===== config.mk =====
export PLATFORM = sky130hd
export DESIGN_NAME = sliding_window_median_filter_flat
export DESIGN_NICKNAME = d
export VERILOG_FILES = /design/src/design/swmf_pkg.sv /design/src/design/swmf_req_if.sv /design/src/design/swmf_rsp_if.sv /design/src/design/swmf_csr_if.sv /design/src/design/sliding_window_median_filter.sv /design/src/design/swmf_cell.sv /design/src/flat_wrapper.sv
export VERILOG_INCLUDE_DIRS = /design/src /design/src/design
export SDC_FILE = /design/constraint.sdc
export NUM_CORES = 1
export LEC_CHECK = 0
export ABC_CLOCK_PERIOD_IN_PS = 9810
export BUFFER_PORTS_ARGS = -buffer_cell sky130_fd_sc_hd__buf_4
export CAP_MARGIN = 30
export CORE_ASPECT_RATIO = 1.5
export CORE_MARGIN = 4
export CORE_UTILIZATION = 41
export CTS_BUF_LIST = sky130_fd_sc_hd__clkbuf_16
export CTS_CLUSTER_SIZE = 16
export DETAILED_ROUTE_END_ITERATION = 10
export HOLD_SLACK_MARGIN = 0.06
export MAX_ROUTING_LAYER = met4
export SLEW_MARGIN = 30
export SYNTH_ARGS = -nofsm -noshare
export SYNTH_HDL_FRONTEND = slang
export SYNTH_SLANG_ARGS = --single-unit

===== constraint.sdc =====
create_clock -name clock -period 9.81 [get_ports clock]
set_input_delay 0.981 -clock clock [delete_from_list [all_inputs] [get_ports clock]]
set_output_delay 0.981 -clock clock [all_outputs]
set_load 0.01 [all_outputs]

===== src/design/sliding_window_median_filter_macros.svh =====
// Assertion helpers for the filter RTL.
`ifndef SLIDING_WINDOW_MEDIAN_FILTER_MACROS_SVH
`define SLIDING_WINDOW_MEDIAN_FILTER_MACROS_SVH

`ifndef SYNTH
// antecedent holds -> consequent holds in the same cycle
`define SWMF_ASSERT_NOW(label, clk, rst, ante, cons) \
   label: assert property (@(posedge clk) disable iff (rst) (ante) |-> (cons)) \
      else $error("swmf assertion failed");
// antecedent holds -> consequent holds in the next cycle
`define SWMF_ASSERT_NEXT(label, clk, rst, ante, cons) \
   label: assert property (@(posedge clk) disable iff (rst) (ante) |=> (cons)) \
      else $error("swmf assertion failed");
`else
`define SWMF_ASSERT_NOW(label, clk, rst, ante, cons)
`define SWMF_ASSERT_NEXT(label, clk, rst, ante, cons)
`endif

`endif


===== src/design/swmf_pkg.sv =====
package swmf_pkg;

   // width of the window_width register
   localparam int CFG_BITS = 5;

   // sort key class, above the sample bits: pads below and above the window
   localparam logic [1:0] KEY_CLASS_LO   = 2'd0;
   localparam logic [1:0] KEY_CLASS_REAL = 2'd1;
   localparam logic [1:0] KEY_CLASS_HI   = 2'd2;

   // per-cycle control broadcast along the cell row
   typedef struct packed {
      logic shift;      // new sample enters the history line
      logic load;       // sort keys load from the history line
      logic sort_en;    // one compare-exchange phase
      logic odd_phase;  // pairs start at odd cell indexes
   } cell_ctl_type;

endpackage


===== src/design/swmf_req_if.sv =====
interface swmf_req_if #(parameter int SAMPLE_BITS = 16);
   logic                          valid;
   logic                          ready;
   logic signed [SAMPLE_BITS-1:0] sample;
   logic                          first;

   modport source (output valid, output sample, output first, input ready);
   modport sink (input valid, input sample, input first, output ready);
endinterface


===== src/design/swmf_rsp_if.sv =====
interface swmf_rsp_if #(parameter int SAMPLE_BITS = 16);
   logic                          valid;
   logic                          ready;
   logic signed [SAMPLE_BITS-1:0] filtered;
   logic                          passed_through;

   modport source (output valid, output filtered, output passed_through, input ready);
   modport sink (input valid, input filtered, input passed_through, output ready);
endinterface


===== src/design/swmf_csr_if.sv =====
interface swmf_csr_if;
   import swmf_pkg::*;
   logic                valid;
   logic                ready;
   logic [CFG_BITS-1:0] window_width;

   modport source (output valid, output window_width, input ready);
   modport sink (input valid, input window_width, output ready);
endinterface


===== src/design/sliding_window_median_filter.sv =====
// Sliding-window median filter.
// req_ch (sink): one signed sample per request, with first marking the start
// of a new profile. rsp_ch (source): one result per request, in order, with
// filtered and passed_through. csr_ch (sink): writes window_width, always
// ready; write it only while the block is idle.
// Until window_width samples of the profile have come in, the sample goes
// straight back with passed_through set. Otherwise the result is the median
// of the preceding window_width samples (mean of the two middle values,
// rounded toward zero, for an even width).
// Sequence: a passed-through request goes from accept straight to the done
// state, then into the output register, and the block takes the next request
// once back in idle. A filtered request runs the MAX_WINDOW odd-even
// transposition phases over the cell row and a median pick before done.
// Reset clears the profile count, the control state and the output valid,
// and sets window_width to 3. History is not cleared; it is never read before
// it is written.
// A stalled rsp_ch holds its result; the block still accepts and works one
// more request, then waits with that result until the output register frees.
module sliding_window_median_filter
   import swmf_pkg::*;
#(
   parameter int MAX_WINDOW  = 16,
   parameter int SAMPLE_BITS = 16
) (
   input logic         clock,
   input logic         reset,
   swmf_req_if.sink    req_ch,
   swmf_rsp_if.source  rsp_ch,
   swmf_csr_if.sink    csr_ch
);

`include "sliding_window_median_filter_macros.svh"

   localparam int CNT_BITS = $clog2(MAX_WINDOW + 1);
   localparam int CMP_BITS = (CNT_BITS > CFG_BITS) ? CNT_BITS : CFG_BITS;
   localparam int KEY_BITS = SAMPLE_BITS + 2;
   localparam int HI_IDX   = MAX_WINDOW / 2;
   localparam int LO_IDX   = (HI_IDX > 0) ? HI_IDX - 1 : 0;
   localparam logic [CNT_BITS-1:0] WIN_MAX    = CNT_BITS'(MAX_WINDOW);
   localparam logic [CNT_BITS-1:0] HALF_WIN   = CNT_BITS'(MAX_WINDOW / 2);
   localparam logic [CNT_BITS-1:0] LAST_PHASE = CNT_BITS'(MAX_WINDOW - 1);

   // control states
   localparam logic [1:0] ST_IDLE = 2'd0;
   localparam logic [1:0] ST_SORT = 2'd1;
   localparam logic [1:0] ST_MED  = 2'd2;
   localparam logic [1:0] ST_DONE = 2'd3;

   logic [CFG_BITS-1:0]    window_width_ff, window_width_in;
   logic [1:0]             state_ff, state_in;
   logic [CNT_BITS-1:0]    seen_ff, seen_in;
   logic [CNT_BITS-1:0]    phase_ff, phase_in;
   logic                   w_odd_ff, w_odd_in;
   logic [SAMPLE_BITS-1:0] result_ff, result_in;
   logic                   pass_ff, pass_in;
   logic                   rsp_valid_ff, rsp_valid_in;
   logic [SAMPLE_BITS-1:0] rsp_data_ff, rsp_data_in;
   logic                   rsp_pass_ff, rsp_pass_in;

   logic                   req_fire, out_free, pass_now;
   logic [CMP_BITS-1:0]    cfg_ext;
   logic [CNT_BITS-1:0]    eff_width, lo_end, seen_base;
   logic [SAMPLE_BITS-1:0] med_lo, med_hi, median;
   logic [SAMPLE_BITS:0]   mid_sum, mid_adj;
   cell_ctl_type           ctl;

   logic [SAMPLE_BITS-1:0] hist_chain [MAX_WINDOW+1];
   logic [KEY_BITS-1:0]    key_chain  [MAX_WINDOW];

   // ---------------- handshakes ----------------
   assign req_ch.ready = (state_ff == ST_IDLE);
   assign req_fire     = req_ch.valid && req_ch.ready;
   assign csr_ch.ready = 1'b1;
   assign out_free     = !rsp_valid_ff || rsp_ch.ready;

   assign rsp_ch.valid          = rsp_valid_ff;
   assign rsp_ch.filtered       = rsp_data_ff;
   assign rsp_ch.passed_through = rsp_pass_ff;

   // ---------------- window width and profile count ----------------
   always_comb begin
      window_width_in = window_width_ff;
      if (csr_ch.valid && csr_ch.ready) begin
         window_width_in = csr_ch.window_width;
      end

      // zero acts as one, anything past the bound as the bound
      cfg_ext = CMP_BITS'(window_width_ff);
      if (cfg_ext == '0) begin
         eff_width = CNT_BITS'(1);
      end else if (cfg_ext > CMP_BITS'(MAX_WINDOW)) begin
         eff_width = WIN_MAX;
      end else begin
         eff_width = cfg_ext[CNT_BITS-1:0];
      end

      // low pads so the middle values land on cells LO_IDX / HI_IDX
      lo_end = eff_width + (HALF_WIN - (eff_width >> 1));

      seen_base = req_ch.first ? '0 : seen_ff;
      pass_now  = seen_base < eff_width;

      seen_in = seen_ff;
      if (req_fire) begin
         seen_in = (seen_base == WIN_MAX) ? seen_base : seen_base + CNT_BITS'(1);
      end
   end

   // ---------------- cell row ----------------
   // hist_chain[i] is the sample of age i; a request shifts it down one cell.
   assign hist_chain[0] = req_ch.sample;

   always_comb begin
      ctl.shift     = req_fire;
      ctl.load      = req_fire;
      ctl.sort_en   = (state_ff == ST_SORT);
      ctl.odd_phase = phase_ff[0];
   end

   for (genvar i = 0; i < MAX_WINDOW; i++) begin : g_cell
      localparam int LEFT_IDX  = (i > 0) ? i - 1 : 0;
      localparam int RIGHT_IDX = (i + 1 < MAX_WINDOW) ? i + 1 : i;

      swmf_cell #(
         .SAMPLE_BITS (SAMPLE_BITS),
         .CELL_IDX    (i),
         .CELL_COUNT  (MAX_WINDOW),
         .CNT_BITS    (CNT_BITS)
      ) u_cell (
         .clock     (clock),
         .ctl       (ctl),
         .win_width (eff_width),
         .lo_end    (lo_end),
         .hist_left (hist_chain[i]),
         .hist_q    (hist_chain[i+1]),
         .key_left  (key_chain[LEFT_IDX]),
         .key_right (key_chain[RIGHT_IDX]),
         .key_q     (key_chain[i])
      );
   end

   // ---------------- median pick ----------------
   always_comb begin
      med_lo  = {~key_chain[LO_IDX][SAMPLE_BITS-1], key_chain[LO_IDX][SAMPLE_BITS-2:0]};
      med_hi  = {~key_chain[HI_IDX][SAMPLE_BITS-1], key_chain[HI_IDX][SAMPLE_BITS-2:0]};
      mid_sum = {med_lo[SAMPLE_BITS-1], med_lo} + {med_hi[SAMPLE_BITS-1], med_hi};
      // add one to a negative sum before the shift: rounds toward zero
      mid_adj = mid_sum + {{SAMPLE_BITS{1'b0}}, mid_sum[SAMPLE_BITS]};
      median  = w_odd_ff ? med_hi : mid_adj[SAMPLE_BITS:1];
   end

   // ---------------- sequencer ----------------
   always_comb begin
      state_in  = state_ff;
      phase_in  = phase_ff;
      w_odd_in  = w_odd_ff;
      result_in = result_ff;
      pass_in   = pass_ff;

      unique case (state_ff)
         ST_IDLE: begin
            if (req_fire) begin
               result_in = req_ch.sample;
               pass_in   = pass_now;
               w_odd_in  = eff_width[0];
               phase_in  = '0;
               state_in  = pass_now ? ST_DONE : ST_SORT;
            end
         end
         ST_SORT: begin
            phase_in = phase_ff + CNT_BITS'(1);
            if (phase_ff == LAST_PHASE) begin
               state_in = ST_MED;
            end
         end
         ST_MED: begin
            result_in = median;
            state_in  = ST_DONE;
         end
         ST_DONE: begin
            if (out_free) begin
               state_in = ST_IDLE;
            end
         end
         default: begin
            state_in = ST_IDLE;
         end
      endcase
   end

   // ---------------- output register ----------------
   always_comb begin
      rsp_valid_in = rsp_valid_ff;
      rsp_data_in  = rsp_data_ff;
      rsp_pass_in  = rsp_pass_ff;
      if ((state_ff == ST_DONE) && out_free) begin
         rsp_valid_in = 1'b1;
         rsp_data_in  = result_ff;
         rsp_pass_in  = pass_ff;
      end else if (rsp_ch.ready) begin
         rsp_valid_in = 1'b0;
      end
   end

   always_ff @(posedge clock) begin
      if (reset) begin
         window_width_ff <= CFG_BITS'(3);
         state_ff        <= ST_IDLE;
         seen_ff         <= '0;
         phase_ff        <= '0;
         rsp_valid_ff    <= 1'b0;
      end else begin
         window_width_ff <= window_width_in;
         state_ff        <= state_in;
         seen_ff         <= seen_in;
         phase_ff        <= phase_in;
         rsp_valid_ff    <= rsp_valid_in;
      end
   end

   always_ff @(posedge clock) begin
      w_odd_ff    <= w_odd_in;
      result_ff   <= result_in;
      pass_ff     <= pass_in;
      rsp_data_ff <= rsp_data_in;
      rsp_pass_ff <= rsp_pass_in;
   end

   // ---------------- checks ----------------
   `SWMF_ASSERT_NEXT(a_req_leaves_idle, clock, reset, req_fire, state_ff != ST_IDLE)
   `SWMF_ASSERT_NEXT(a_pass_skips_sort, clock, reset, req_fire && pass_now,
                     (state_ff == ST_DONE) && pass_ff)
   `SWMF_ASSERT_NEXT(a_sort_ends, clock, reset,
                     (state_ff == ST_SORT) && (phase_ff == LAST_PHASE), state_ff == ST_MED)
   `SWMF_ASSERT_NEXT(a_done_to_rsp, clock, reset, (state_ff == ST_DONE) && out_free,
                     rsp_valid_ff && (state_ff == ST_IDLE))
   `SWMF_ASSERT_NOW(a_seen_bound, clock, reset, 1'b1, seen_ff <= WIN_MAX)

endmodule


===== src/design/swmf_cell.sv =====
// One cell: a history tap plus a sort key that compare-exchanges with a neighbor.
module swmf_cell
   import swmf_pkg::*;
#(
   parameter int SAMPLE_BITS = 16,
   parameter int CELL_IDX    = 0,
   parameter int CELL_COUNT  = 16,
   parameter int CNT_BITS    = 5
) (
   input  logic                     clock,
   input  cell_ctl_type             ctl,
   input  logic [CNT_BITS-1:0]      win_width,
   input  logic [CNT_BITS-1:0]      lo_end,
   input  logic [SAMPLE_BITS-1:0]   hist_left,
   output logic [SAMPLE_BITS-1:0]   hist_q,
   input  logic [SAMPLE_BITS+1:0]   key_left,
   input  logic [SAMPLE_BITS+1:0]   key_right,
   output logic [SAMPLE_BITS+1:0]   key_q
);

   localparam logic [CNT_BITS-1:0] IDX = CNT_BITS'(CELL_IDX);
   localparam bit IDX_ODD   = (CELL_IDX % 2) == 1;
   localparam bit HAS_LEFT  = CELL_IDX > 0;
   localparam bit HAS_RIGHT = (CELL_IDX + 1) < CELL_COUNT;

   logic [SAMPLE_BITS-1:0] hist_ff, hist_in;
   logic [SAMPLE_BITS+1:0] key_ff, key_in, load_key;
   logic [1:0]             key_class;
   logic                   is_lower, is_upper;

   always_comb begin
      // cell index is the sample age: age < width is in the window
      if (IDX < win_width) begin
         key_class = KEY_CLASS_REAL;
      end else if (IDX < lo_end) begin
         key_class = KEY_CLASS_LO;
      end else begin
         key_class = KEY_CLASS_HI;
      end
      // flip the sign bit so an unsigned compare orders signed samples;
      // pads carry no sample bits, their tap may never have been written
      if (key_class == KEY_CLASS_REAL) begin
         load_key = {key_class, ~hist_ff[SAMPLE_BITS-1], hist_ff[SAMPLE_BITS-2:0]};
      end else begin
         load_key = {key_class, {SAMPLE_BITS{1'b0}}};
      end

      is_lower = HAS_RIGHT && (IDX_ODD == ctl.odd_phase);
      is_upper = HAS_LEFT && (IDX_ODD != ctl.odd_phase);

      key_in = key_ff;
      if (ctl.load) begin
         key_in = load_key;
      end else if (ctl.sort_en) begin
         if (is_lower && (key_right < key_ff)) begin
            key_in = key_right;
         end else if (is_upper && (key_left > key_ff)) begin
            key_in = key_left;
         end
      end

      hist_in = ctl.shift ? hist_left : hist_ff;
   end

   always_ff @(posedge clock) begin
      hist_ff <= hist_in;
      key_ff  <= key_in;
   end

   assign hist_q = hist_ff;
   assign key_q  = key_ff;

endmodule


===== src/flat_wrapper.sv =====
// flat-port wrapper written by rule: the top's interface ports become plain ports
module sliding_window_median_filter_flat import swmf_pkg::*;
#(
   parameter int MAX_WINDOW  = 16,
   parameter int SAMPLE_BITS = 16
)
  (clock, reset, req_ch_valid, req_ch_sample, req_ch_first, req_ch_ready, rsp_ch_valid, rsp_ch_filtered, rsp_ch_passed_through, rsp_ch_ready, csr_ch_valid, csr_ch_window_width, csr_ch_ready);
  swmf_req_if #(.SAMPLE_BITS(SAMPLE_BITS)) req_ch_i ();
  swmf_rsp_if #(.SAMPLE_BITS(SAMPLE_BITS)) rsp_ch_i ();
  swmf_csr_if csr_ch_i ();
  input logic clock;
  input logic reset;
  input wire logic [$bits(req_ch_i.valid)-1:0] req_ch_valid;
  input wire logic [$bits(req_ch_i.sample)-1:0] req_ch_sample;
  input wire logic [$bits(req_ch_i.first)-1:0] req_ch_first;
  output wire logic [$bits(req_ch_i.ready)-1:0] req_ch_ready;
  output wire logic [$bits(rsp_ch_i.valid)-1:0] rsp_ch_valid;
  output wire logic [$bits(rsp_ch_i.filtered)-1:0] rsp_ch_filtered;
  output wire logic [$bits(rsp_ch_i.passed_through)-1:0] rsp_ch_passed_through;
  input wire logic [$bits(rsp_ch_i.ready)-1:0] rsp_ch_ready;
  input wire logic [$bits(csr_ch_i.valid)-1:0] csr_ch_valid;
  input wire logic [$bits(csr_ch_i.window_width)-1:0] csr_ch_window_width;
  output wire logic [$bits(csr_ch_i.ready)-1:0] csr_ch_ready;
  assign req_ch_i.valid = req_ch_valid;
  assign req_ch_i.sample = req_ch_sample;
  assign req_ch_i.first = req_ch_first;
  assign req_ch_ready = req_ch_i.ready;
  assign rsp_ch_valid = rsp_ch_i.valid;
  assign rsp_ch_filtered = rsp_ch_i.filtered;
  assign rsp_ch_passed_through = rsp_ch_i.passed_through;
  assign rsp_ch_i.ready = rsp_ch_ready;
  assign csr_ch_i.valid = csr_ch_valid;
  assign csr_ch_i.window_width = csr_ch_window_width;
  assign csr_ch_ready = csr_ch_i.ready;
  sliding_window_median_filter #(.MAX_WINDOW(MAX_WINDOW), .SAMPLE_BITS(SAMPLE_BITS)) u_core (.clock(clock), .reset(reset), .req_ch(req_ch_i), .rsp_ch(rsp_ch_i), .csr_ch(csr_ch_i));
endmodule

# Word level (Yosys, flattened, before mapping)
# Cells that the tools add are included.
# word_totals
in_bits,27
mem_count,0
latch_bits,0
romBits,0
elab_cells,357
mem_bits_rw,0
out_inout_bits,20
regBits,597
# classes
bitwise,19
n_mux,126
add_sub_neg,6
n_reduce_logical,76
n_lt_le_gt_ge,64
n_div,0
mul,0
eq_ne,24
shifts,0
# op_table
cell,n
18-bit two-way mux,62
16-bit two-way mux,18
18-bit > comparator,15
18-bit less-than comparator,15
4-bit by 5-bit less-than comparator with 1-bit output (first input constant),16
2-bit two-way mux,36
3-bit nonzero test,14
3-bit by 5-bit less-than comparator with 1-bit output (first input constant),8
2-bit AND reduction,19
2-bit by 1-bit equality test with 1-bit output (second input constant),17
1-bit logical AND,32
16-bit case mux with 2 select lines,1
5-bit two-way mux,5
1-bit by 5-bit less-than comparator with 1-bit output (first input constant),4
2-bit by 5-bit less-than comparator with 1-bit output (first input constant),4
1-bit NOT,19
16-bit by 16-bit adder with 17-bit output,1
17-bit by 1-bit adder with 17-bit output,1
2-bit nonzero test,6
5-bit by 1-bit adder with 5-bit output (second input constant),2
5-bit case mux with 2 select lines,1
2-bit case mux with 4 select lines,1
5-bit adder,1
5-bit by 4-bit equality test with 1-bit output (second input constant),1
other kinds (13),16

# Longest topological paths before layout
# Gate-level depths: netlist of run 1.
# depth
depth_word,11
ltp_mapped,15
ltp_nobuf,15

# By module
# From an unflattened synthesis of run 1, not the netlist that was laid out.
# unflattened
hier_cells,3946
area_unflattened_um2,41946.5
# by_module_without_submodules
mod,instances,cells_per_inst,seq_area_each_um2,area_each_um2
sliding_window_median_filter,1,415,1411.4,3831.2
swmf_cell at u_core.g_cell[2].u_cell,1,253,1021.0,2600.0
swmf_cell at u_core.g_cell[1].u_cell,1,252,1021.0,2583.7
swmf_cell at u_core.g_cell[5].u_cell,1,251,1021.0,2577.5
swmf_cell at u_core.g_cell[3].u_cell,1,249,1021.0,2527.4
swmf_cell at u_core.g_cell[6].u_cell,1,249,1021.0,2511.2
swmf_cell at u_core.g_cell[9].u_cell,1,228,1021.0,2498.6
swmf_cell at u_core.g_cell[4].u_cell,1,221,1021.0,2487.4
swmf_cell at u_core.g_cell[14].u_cell,1,223,1021.0,2486.1
swmf_cell at u_core.g_cell[7].u_cell,1,220,1021.0,2482.4
swmf_cell at u_core.g_cell[10].u_cell,1,223,1021.0,2479.9
swmf_cell at u_core.g_cell[11].u_cell,1,218,1021.0,2468.6
swmf_cell at u_core.g_cell[8].u_cell,1,225,1021.0,2364.8
swmf_cell at u_core.g_cell[12].u_cell,1,202,1021.0,2272.2
3 more rows,--,--,--,--

# Worst setup path after synthesis of run 1
# Ideal clock, no wire load.
# synth_timing
path_type,input to register
from,input req_ch_valid
to,register u_core.g_cell[0].u_cell.hist_ff[0] (enable)
arrival_ns,9.257
path_buffers,4
setup_slack_ns,-0.170
stages,6
setup_ns,0.723
path_cell_list,nand2_1 -> clkinv_1 -> clkbuf_1 -> clkbuf_1 -> clkbuf_1 -> clkbuf_1
# synth_rtl
element,line_no,text
from (decl),flat_wrapper.sv:13,input wire logic [$bits(req_ch_i.valid)-1:0] req_ch_valid;
to (signal assigned),swmf_cell.sv:66,hist_ff <= hist_in;
to (decl),swmf_cell.sv:26,"logic [SAMPLE_BITS-1:0] hist_ff, hist_in;"

# Worst setup path after layout of run 1
# layout_timing
from,register u_core.g_cell[8].u_cell.key_ff[5]
to,"register u_core.result_ff[7], data pin"
# layout_via
elab_chain_cells,4
# layout_lines
element,line_no,text
from (decl),swmf_cell.sv:27,"logic [SAMPLE_BITS+1:0] key_ff, key_in, load_key;"
from (signal assigned),swmf_cell.sv:67,key_ff <= key_in;
16-bit by 16-bit adder with 17-bit output,sliding_window_median_filter.sv:146,"mid_sum = {med_lo[SAMPLE_BITS-1], med_lo} + {med_hi[SAMPLE_BITS-1], med_hi};"
17-bit by 1-bit adder with 17-bit output,sliding_window_median_filter.sv:148,"mid_adj = mid_sum + {{SAMPLE_BITS{1'b0}}, mid_sum[SAMPLE_BITS]};"
16-bit two-way mux,sliding_window_median_filter.sv:149,median = w_odd_ff ? med_hi : mid_adj[SAMPLE_BITS:1];
16-bit case mux with 2 select lines,sliding_window_median_filter.sv:160,unique case (state_ff)
net u_core.result_in[7],sliding_window_median_filter.sv:54,"logic [SAMPLE_BITS-1:0] result_ff, result_in;"
to (signal assigned),sliding_window_median_filter.sv:223,result_ff <= result_in;
to (decl),sliding_window_median_filter.sv:54,
# The timed path passes the listed nets, and every way through them passes these cells.
# A chain may end at the register's enable or synchronous reset.

==> reports/metrics.yaml, run 1 <==
setup_path:
  worstSetupEndpoint: "u_core.result_ff[7]"
  r2r-start: "u_core.g_cell[8].u_cell.key_q[5]"
  required_ns: 10.16
  cp.arrival_ns: 4.52
  critPathLaunch: "u_core.g_cell[8].u_cell.key_q[5]"
  reg2reg_to: "u_core.result_ff[7]"
  reg2regPathDepth: 13
  critPathMaxFanout: 11
  slowest_delay_ns: 0.55
  r2r_setup_slack_ns: 5.65
  cp_slowest_cell: "ha_1"
  criticalPathCategory: "flip-flop to flip-flop"
  end_kind: "flip-flop"
  cp-start-kind: "flip-flop"
  cp_cell_sequence: "ha_1 > nor2_1 > a221oi_2 > a211oi_1 > a2111oi_2 > ha_1 > nand2_1 > a21oi_1 > nand3_1 > nor2_1 > xnor2_1 > o21ai_0 > mux2_2"
floorplan:
  start_util_pct: 41.5
  die_area_um2: 84600
  die_w_um: 239
  io_pins: 47
  coreArea_um2: 79000
  die_h_um: 354
  rows: 126
detailed_routing:
  via_per_inst: 5.70
  drt_iter0_drc: 1630
  routed.top_layer: "met4"
  wl_um: 89000
  ant_nets: 0
  met2_length_um: 48600
  drc: 0
  dr.pass1.iters: 5
  wl_met1_um: 32100
  post_drt_wl_per_cell_um: 22.1
  vias: 23000
  wl_met3_um: 3180
logic_synthesis:
  synth_nets: 3257
  synth_largest_area_cell: "edfxtp_1"
  synth-compound-area-share_pct: 12.7
  syn_avg_cell_area_um2: 11.2
  synth_top_area_share_pct: 53.1
  synthXorXnorAreaFrac_pct: 0.615
  ys.flop_type: "edfxtp_1"
  synth_top_family_by_area: "compound AO/OA/AOI/OAI gates"
  syn_area_um2: 32800
  async_flop_share_pct: 0
  ys_ff_latch: 597
  synthSimpleGateAreaFrac_pct: 10.6
  ys_types: 74
  synthAdderAreaFrac_pct: 11.4
  synth_warnings: 0
  netlist_top_cells_area: "edfxtp_1 53%, ha_1 11%, mux2i_1 5.5%"
  synthMuxAreaShare_pct: 5.57
  synthTopCellsByCount: "579 x edfxtp_1, 303 x nand2_1, 296 x ha_1"
  synth_edf_count: 579
  synthCells: 2932
  seq_area_frac_synth_pct: 54.2
  yosysMostFrequentCell: "edfxtp_1"
clock_network:
  cts_hold_buf: 0
  post_cts_resized: 0
  cts.sinks: 597
  cts_made_buffers: 66
  cts_tree: "built"
  path_clk_slew_ns: 0.06
  clk_path_buf_depth: 3
  cts_max_level: 3
  postCtsSetupRepairBufs: 0
  clock-root-buffer: "clkbuf_16"
  clkLatencyLatePin_ns: 0.61
global_routing:
  grt_start_max_net_pins: 195
  track_usage_pct: 21.1
  grt_pass1_vias: 23900
  overflow: 0
  antenna_found_initial: 1
  grt_first_pass_wirelength_um: 136000
final_layout:
  drive_gt1_share_pct: 7.08
  fill_cells: 7204
  syn2layout_area_growth_pct: 11.2
  diodes: 0
  nets: 3281
timing:
  finalCriticalPeriod_ns: 4.16
  tns_ns: 0
  drv_slew: 0
  worst_clock_skew_ns: 0.0325
  tightest_slew_ns: 1.06
  slew_headroom_pct: 29.0
  timing.fmax_mhz: 240
  finalSetupViolCount: 0
  fin_crit_sh_pct: 42.5
  rsz0062_at_grt: "no"
  hold_viol_final: 0
place:
  port_buffers: 45
  globalplace.congestion: 0.913
  hpwl_um: 67300
hold_path:
  hold_class: "flip-flop to flip-flop"
flow_run:
  drv_cap: 0
status:
  outcome: "completed"
registers in the layout (all words and copies together) (netlist names):
register                      flops
u_core.cfg_ext                    5
u_core.g_cell.u_cell.hist_q     256
u_core.g_cell.u_cell.key_q      288
u_core.pass_ff                    1
u_core.phase_ff                   5
u_core.result_ff                 16
u_core.rsp_ch.filtered           16
u_core.rsp_ch.passed_through      1
u_core.rsp_ch.valid               1
u_core.seen_ff                    5
u_core.state_ff                   2
u_core.w_odd_ff                   1
worst min path at each step:
| stage | end | startpoint | depth (start not counted) |
|---|---|---|---|
| finish | u_core.rsp_ch.filtered[12] | u_core.result_ff[12] | 0 |
| global route | u_core.rsp_ch.filtered[0] | u_core.result_ff[0] | 0 |
| CTS | u_core.rsp_ch.filtered[12] | u_core.result_ff[12] | 0 |
| detailed placement | u_core.rsp_ch.filtered[12] | u_core.result_ff[12] | 0 |
| global placement | u_core.rsp_ch.filtered[0] | u_core.result_ff[0] | 0 |
| floorplan | u_core.rsp_ch.filtered[0] | u_core.result_ff[0] | 0 |
metal layers:
layer  GRT usage, %  vias to the layer above
met5              -                        -
met4           11.4                        0
met3           2.48                      233
met2           39.3                      572
met1           21.3                    11300
li1               -                    10900
metrics by stage:
stage	hold WS, ns	util [%]	cell area, µm²	std cells	worst slack, ns
finish	0.426	46.1	36400	4032	5.65
global route	0.436	46.1	36400	4032	5.38
CTS	0.421	46.1	36400	4032	5.49
detailed placement	0.406	43.4	34300	3912	5.33
global placement	0.407	43.4	34300	3912	5.48
floorplan	0.400	-	32800	2932	3.83
cells by family after synthesis:
kind of cell,Yosys count
DFF,597
muxes,182
adders and majority gates,298
buffers and inverters,422
and+or+nand+nor,740
xor gates and xnor gates,23
AOI/OAI and AO/OA,669
other,1
layout by cell type (no fill, tap or decap), types with 8 or more instances in the layout:
master     count
nor2_1        96
xor2_1         9
inv_1        301
nor3_1        44
o21a_1        11
clkinv_1      17
clkinv_2      11
or3_1         12
edfxtp_1     579
ha_1         296
clkbuf_16     67
dfxtp_1       18
buf_4         83
a211oi_1      14
o311ai_0      54
nand2_1      302
o211ai_1      11
and2_1         8
nand4_1       43
nor2b_1       35
nor4_1         8
o22ai_1       33
a21oi_1      133
xnor2_1       14
o21ai_0      245
nand2b_1      37
a211o_1        9
a31oi_1       21
a21o_1        65
nand3_1      112
mux2i_1      181
worst max-delay path: cells and delay by family, from the launching register on:
kind                     cells  cell delay [ns]
AO/OA/AOI/OAI                5             1.58
XOR/XNOR                     1             0.12
adder cells (fa/ha/maj)      2             0.82
flip-flops                   1             0.47
multiplexers                 1             0.28
AND/OR/NAND/NOR              4             0.65
layout make-up:
class | count | area, µm² | area share [%]
tap | 1024 | 1280 | 3.52
clock buffer | 67 | 1680 | 4.60
clock inverter | 53 | 450 | 1.24
inverter | 292 | 1100 | 3.03
sequential | 597 | 17700 | 48.7
multi-input combinational | 1913 | 13500 | 37.1
timing repair buffer | 86 | 666 | 1.83
Power of run 1 is left out: the tool's default activity adds up to more than one toggle a clock period on the data nets, which glitch-free logic cannot reach.
==> run 2, diff against run 1 <==
--- a/config.mk
+++ b/config.mk
@@ -6,7 +6,7 @@
 export SDC_FILE = /design/constraint.sdc
 export NUM_CORES = 1
 export LEC_CHECK = 0
-export ABC_CLOCK_PERIOD_IN_PS = 9810
+export ABC_CLOCK_PERIOD_IN_PS = 3700
 export BUFFER_PORTS_ARGS = -buffer_cell sky130_fd_sc_hd__buf_4
 export CAP_MARGIN = 30
 export CORE_ASPECT_RATIO = 1.5
==> constraint.sdc (replaced) <==
create_clock -name clock -period 3.7 [get_ports clock]
set_input_delay 0.37 -clock clock [delete_from_list [all_inputs] [get_ports clock]]
set_output_delay 0.37 -clock clock [all_outputs]
set_load 0.01 [all_outputs]
==> reports/metrics.yaml, run 2 (synthesis results as in run 1) <==
status:
  outcome: "completed"
floorplan:
  die_h_um: 354
  die_w_um: 239
  start_util_pct: 41.5
  rows: 126
  coreArea_um2: 79000
  io_pins: 47
  die_area_um2: 84600
final_layout:
  nets: 3432
  regArea_um2: 17700
  drive_gt1_share_pct: 10.1
  final_common_cell: "edfxtp_1"
  largest_reg_flops: 288
  fin_area_um2: 37600
  syn2layout_area_growth_pct: 14.9
  layout_common_cells: "579 x edfxtp_1, 302 x nand2_1, 301 x inv_1, 296 x ha_1, 244 x o21ai_0"
  fill_cells: 7167
  multiInputGateArea_um2: 13500
setup_path:
  cp_cell_sequence: "ha_1 > buf_4 > inv_1 > a221o_1 > o21ai_1 > a2111oi_2 > buf_4 > o311ai_0 > o211ai_1 > nor4_2 > xnor2_1 > o221ai_1"
  cp-start-kind: "flip-flop"
  path_common_cell: "buf_4"
  criticalPathCategory: "flip-flop to flip-flop"
  cp_slowest_cell: "o21ai_1"
  cp_num_buf_inv: 3
  cp.arrival_ns: 3.99
  reg2regPathDepth: 12
  slowest_delay_ns: 0.42
  critPathMaxFanout: 5
  r2r_setup_slack_ns: 0.1
  r2r-start: "u_core.g_cell[8].u_cell.key_q[4]"
  end_kind: "flip-flop"
  reg2reg_to: "u_core.result_ff[15]"
  cpLargestDelayFamily: "compound AO/OA/AOI/OAI gates"
  required_ns: 4.09
timing:
  fin_ws_ns: 0.0976
  finalSetupViolCount: 0
  drv_slew: 0
  worst_clock_skew_ns: 0.0333
  timing.fmax_mhz: 278
  tns_ns: 0
  hold_viol_final: 0
  tightest_slew_ns: 1.07
  fin_crit_sh_pct: 97.4
  finalCriticalPeriod_ns: 3.60
  slew_headroom_pct: 28.0
detailed_routing:
  via_per_inst: 5.62
  wl_um: 91300
  drt_iter0_drc: 1439
  drc: 0
  post_drt_wl_per_cell_um: 21.8
  routed.top_layer: "met4"
  met2_length_um: 49800
  ant_nets: 0
  dr.pass1.iters: 5
  wl_met3_um: 3010
  vias: 23500
  wl_met1_um: 33600
place:
  place_area_um2: 35400
  port_buffers: 45
  globalplace.congestion: 0.898
  hpwl_um: 69500
  dpl_worst_slack_ns: 0.0197
clock_network:
  clock-root-buffer: "clkbuf_16"
  path_clk_slew_ns: 0.07
  cts.sinks: 597
  clkLatencyLatePin_ns: 0.66
  clk_path_buf_depth: 3
  cts_tree: "built"
  cts_max_level: 2
  cts_made_buffers: 60
hold_path:
  min_to: "u_core.phase_ff[1]"
  holdPathStages: 4
  hold_path_startpoint: "req_ch_valid"
  hold_class: "input pin to flip-flop"
global_routing:
  antenna_found_initial: 1
  overflow: 0
  grt_start_max_net_pins: 82
  grt_first_pass_wirelength_um: 140000
  track_usage_pct: 21.8
  grt_pass1_vias: 24700
flow_run:
  drv_cap: 0
==> run 2: metal layers <==
layer	vias up	track usage, %
li1	11200	-
met1	11600	22.9
met2	523	40.8
met3	221	2.00
met4	0	10.1
met5	-	-
==> run 2: worst max path at each step <==
stage                     cells after the start                               end  slack (ns)                               from
final                                        12              u_core.result_ff[15]         0.1   u_core.g_cell[8].u_cell.key_q[4]
after detailed placement                     16              u_core.result_ff[15]        0.02   u_core.g_cell[8].u_cell.key_q[0]
after global routing                         12              u_core.result_ff[15]       -0.07   u_core.g_cell[8].u_cell.key_q[4]
after global placement                       16               u_core.result_ff[7]        0.05   u_core.g_cell[8].u_cell.key_q[0]
after CTS                                    16              u_core.result_ff[15]        0.02   u_core.g_cell[8].u_cell.key_q[0]
after floorplan                              10  u_core.g_cell[7].u_cell.key_q[0]        0.10  u_core.g_cell[7].u_cell.key_q[12]
==> run 2: worst min-delay path, cell delays in order <==
cell	delay, ns
buf_4	0.10
nand2b_1	0.22
a32oi_1	0.13
nor2_1	0.08
==> run 2: timing repair <==
action	CTS	global route
resized for setup	0	8
setup endpoints to repair	0	4
hold endpoints to repair	34	0
setup buffers	0	3
hold buffers	32	0
==> run 2: layout make-up <==
type / instances / share of cell area, %
Sequential cell: 597 / 47.2
Timing Repair Buffer: 243 / 5.66
Multi-Input combinational cell: 1913 / 35.9
Clock inverter: 49 / 0.904
Tap cell: 1024 / 3.40
Antenna cell: 2 / 0.0133
Clock buffer: 61 / 4.06
Inverter: 292 / 2.93
==> run 2: metrics by stage <==
stage,std cells,utilization (%),hold WS (ns)
floorplan,2932,-,0.400
global route,4179,47.6,0.295
finish,4181,47.7,0.289
global placement,4034,44.8,0.403
detailed placement,4034,44.8,0.416
CTS,4176,47.6,0.238
Power of run 2 is left out for the same reason.
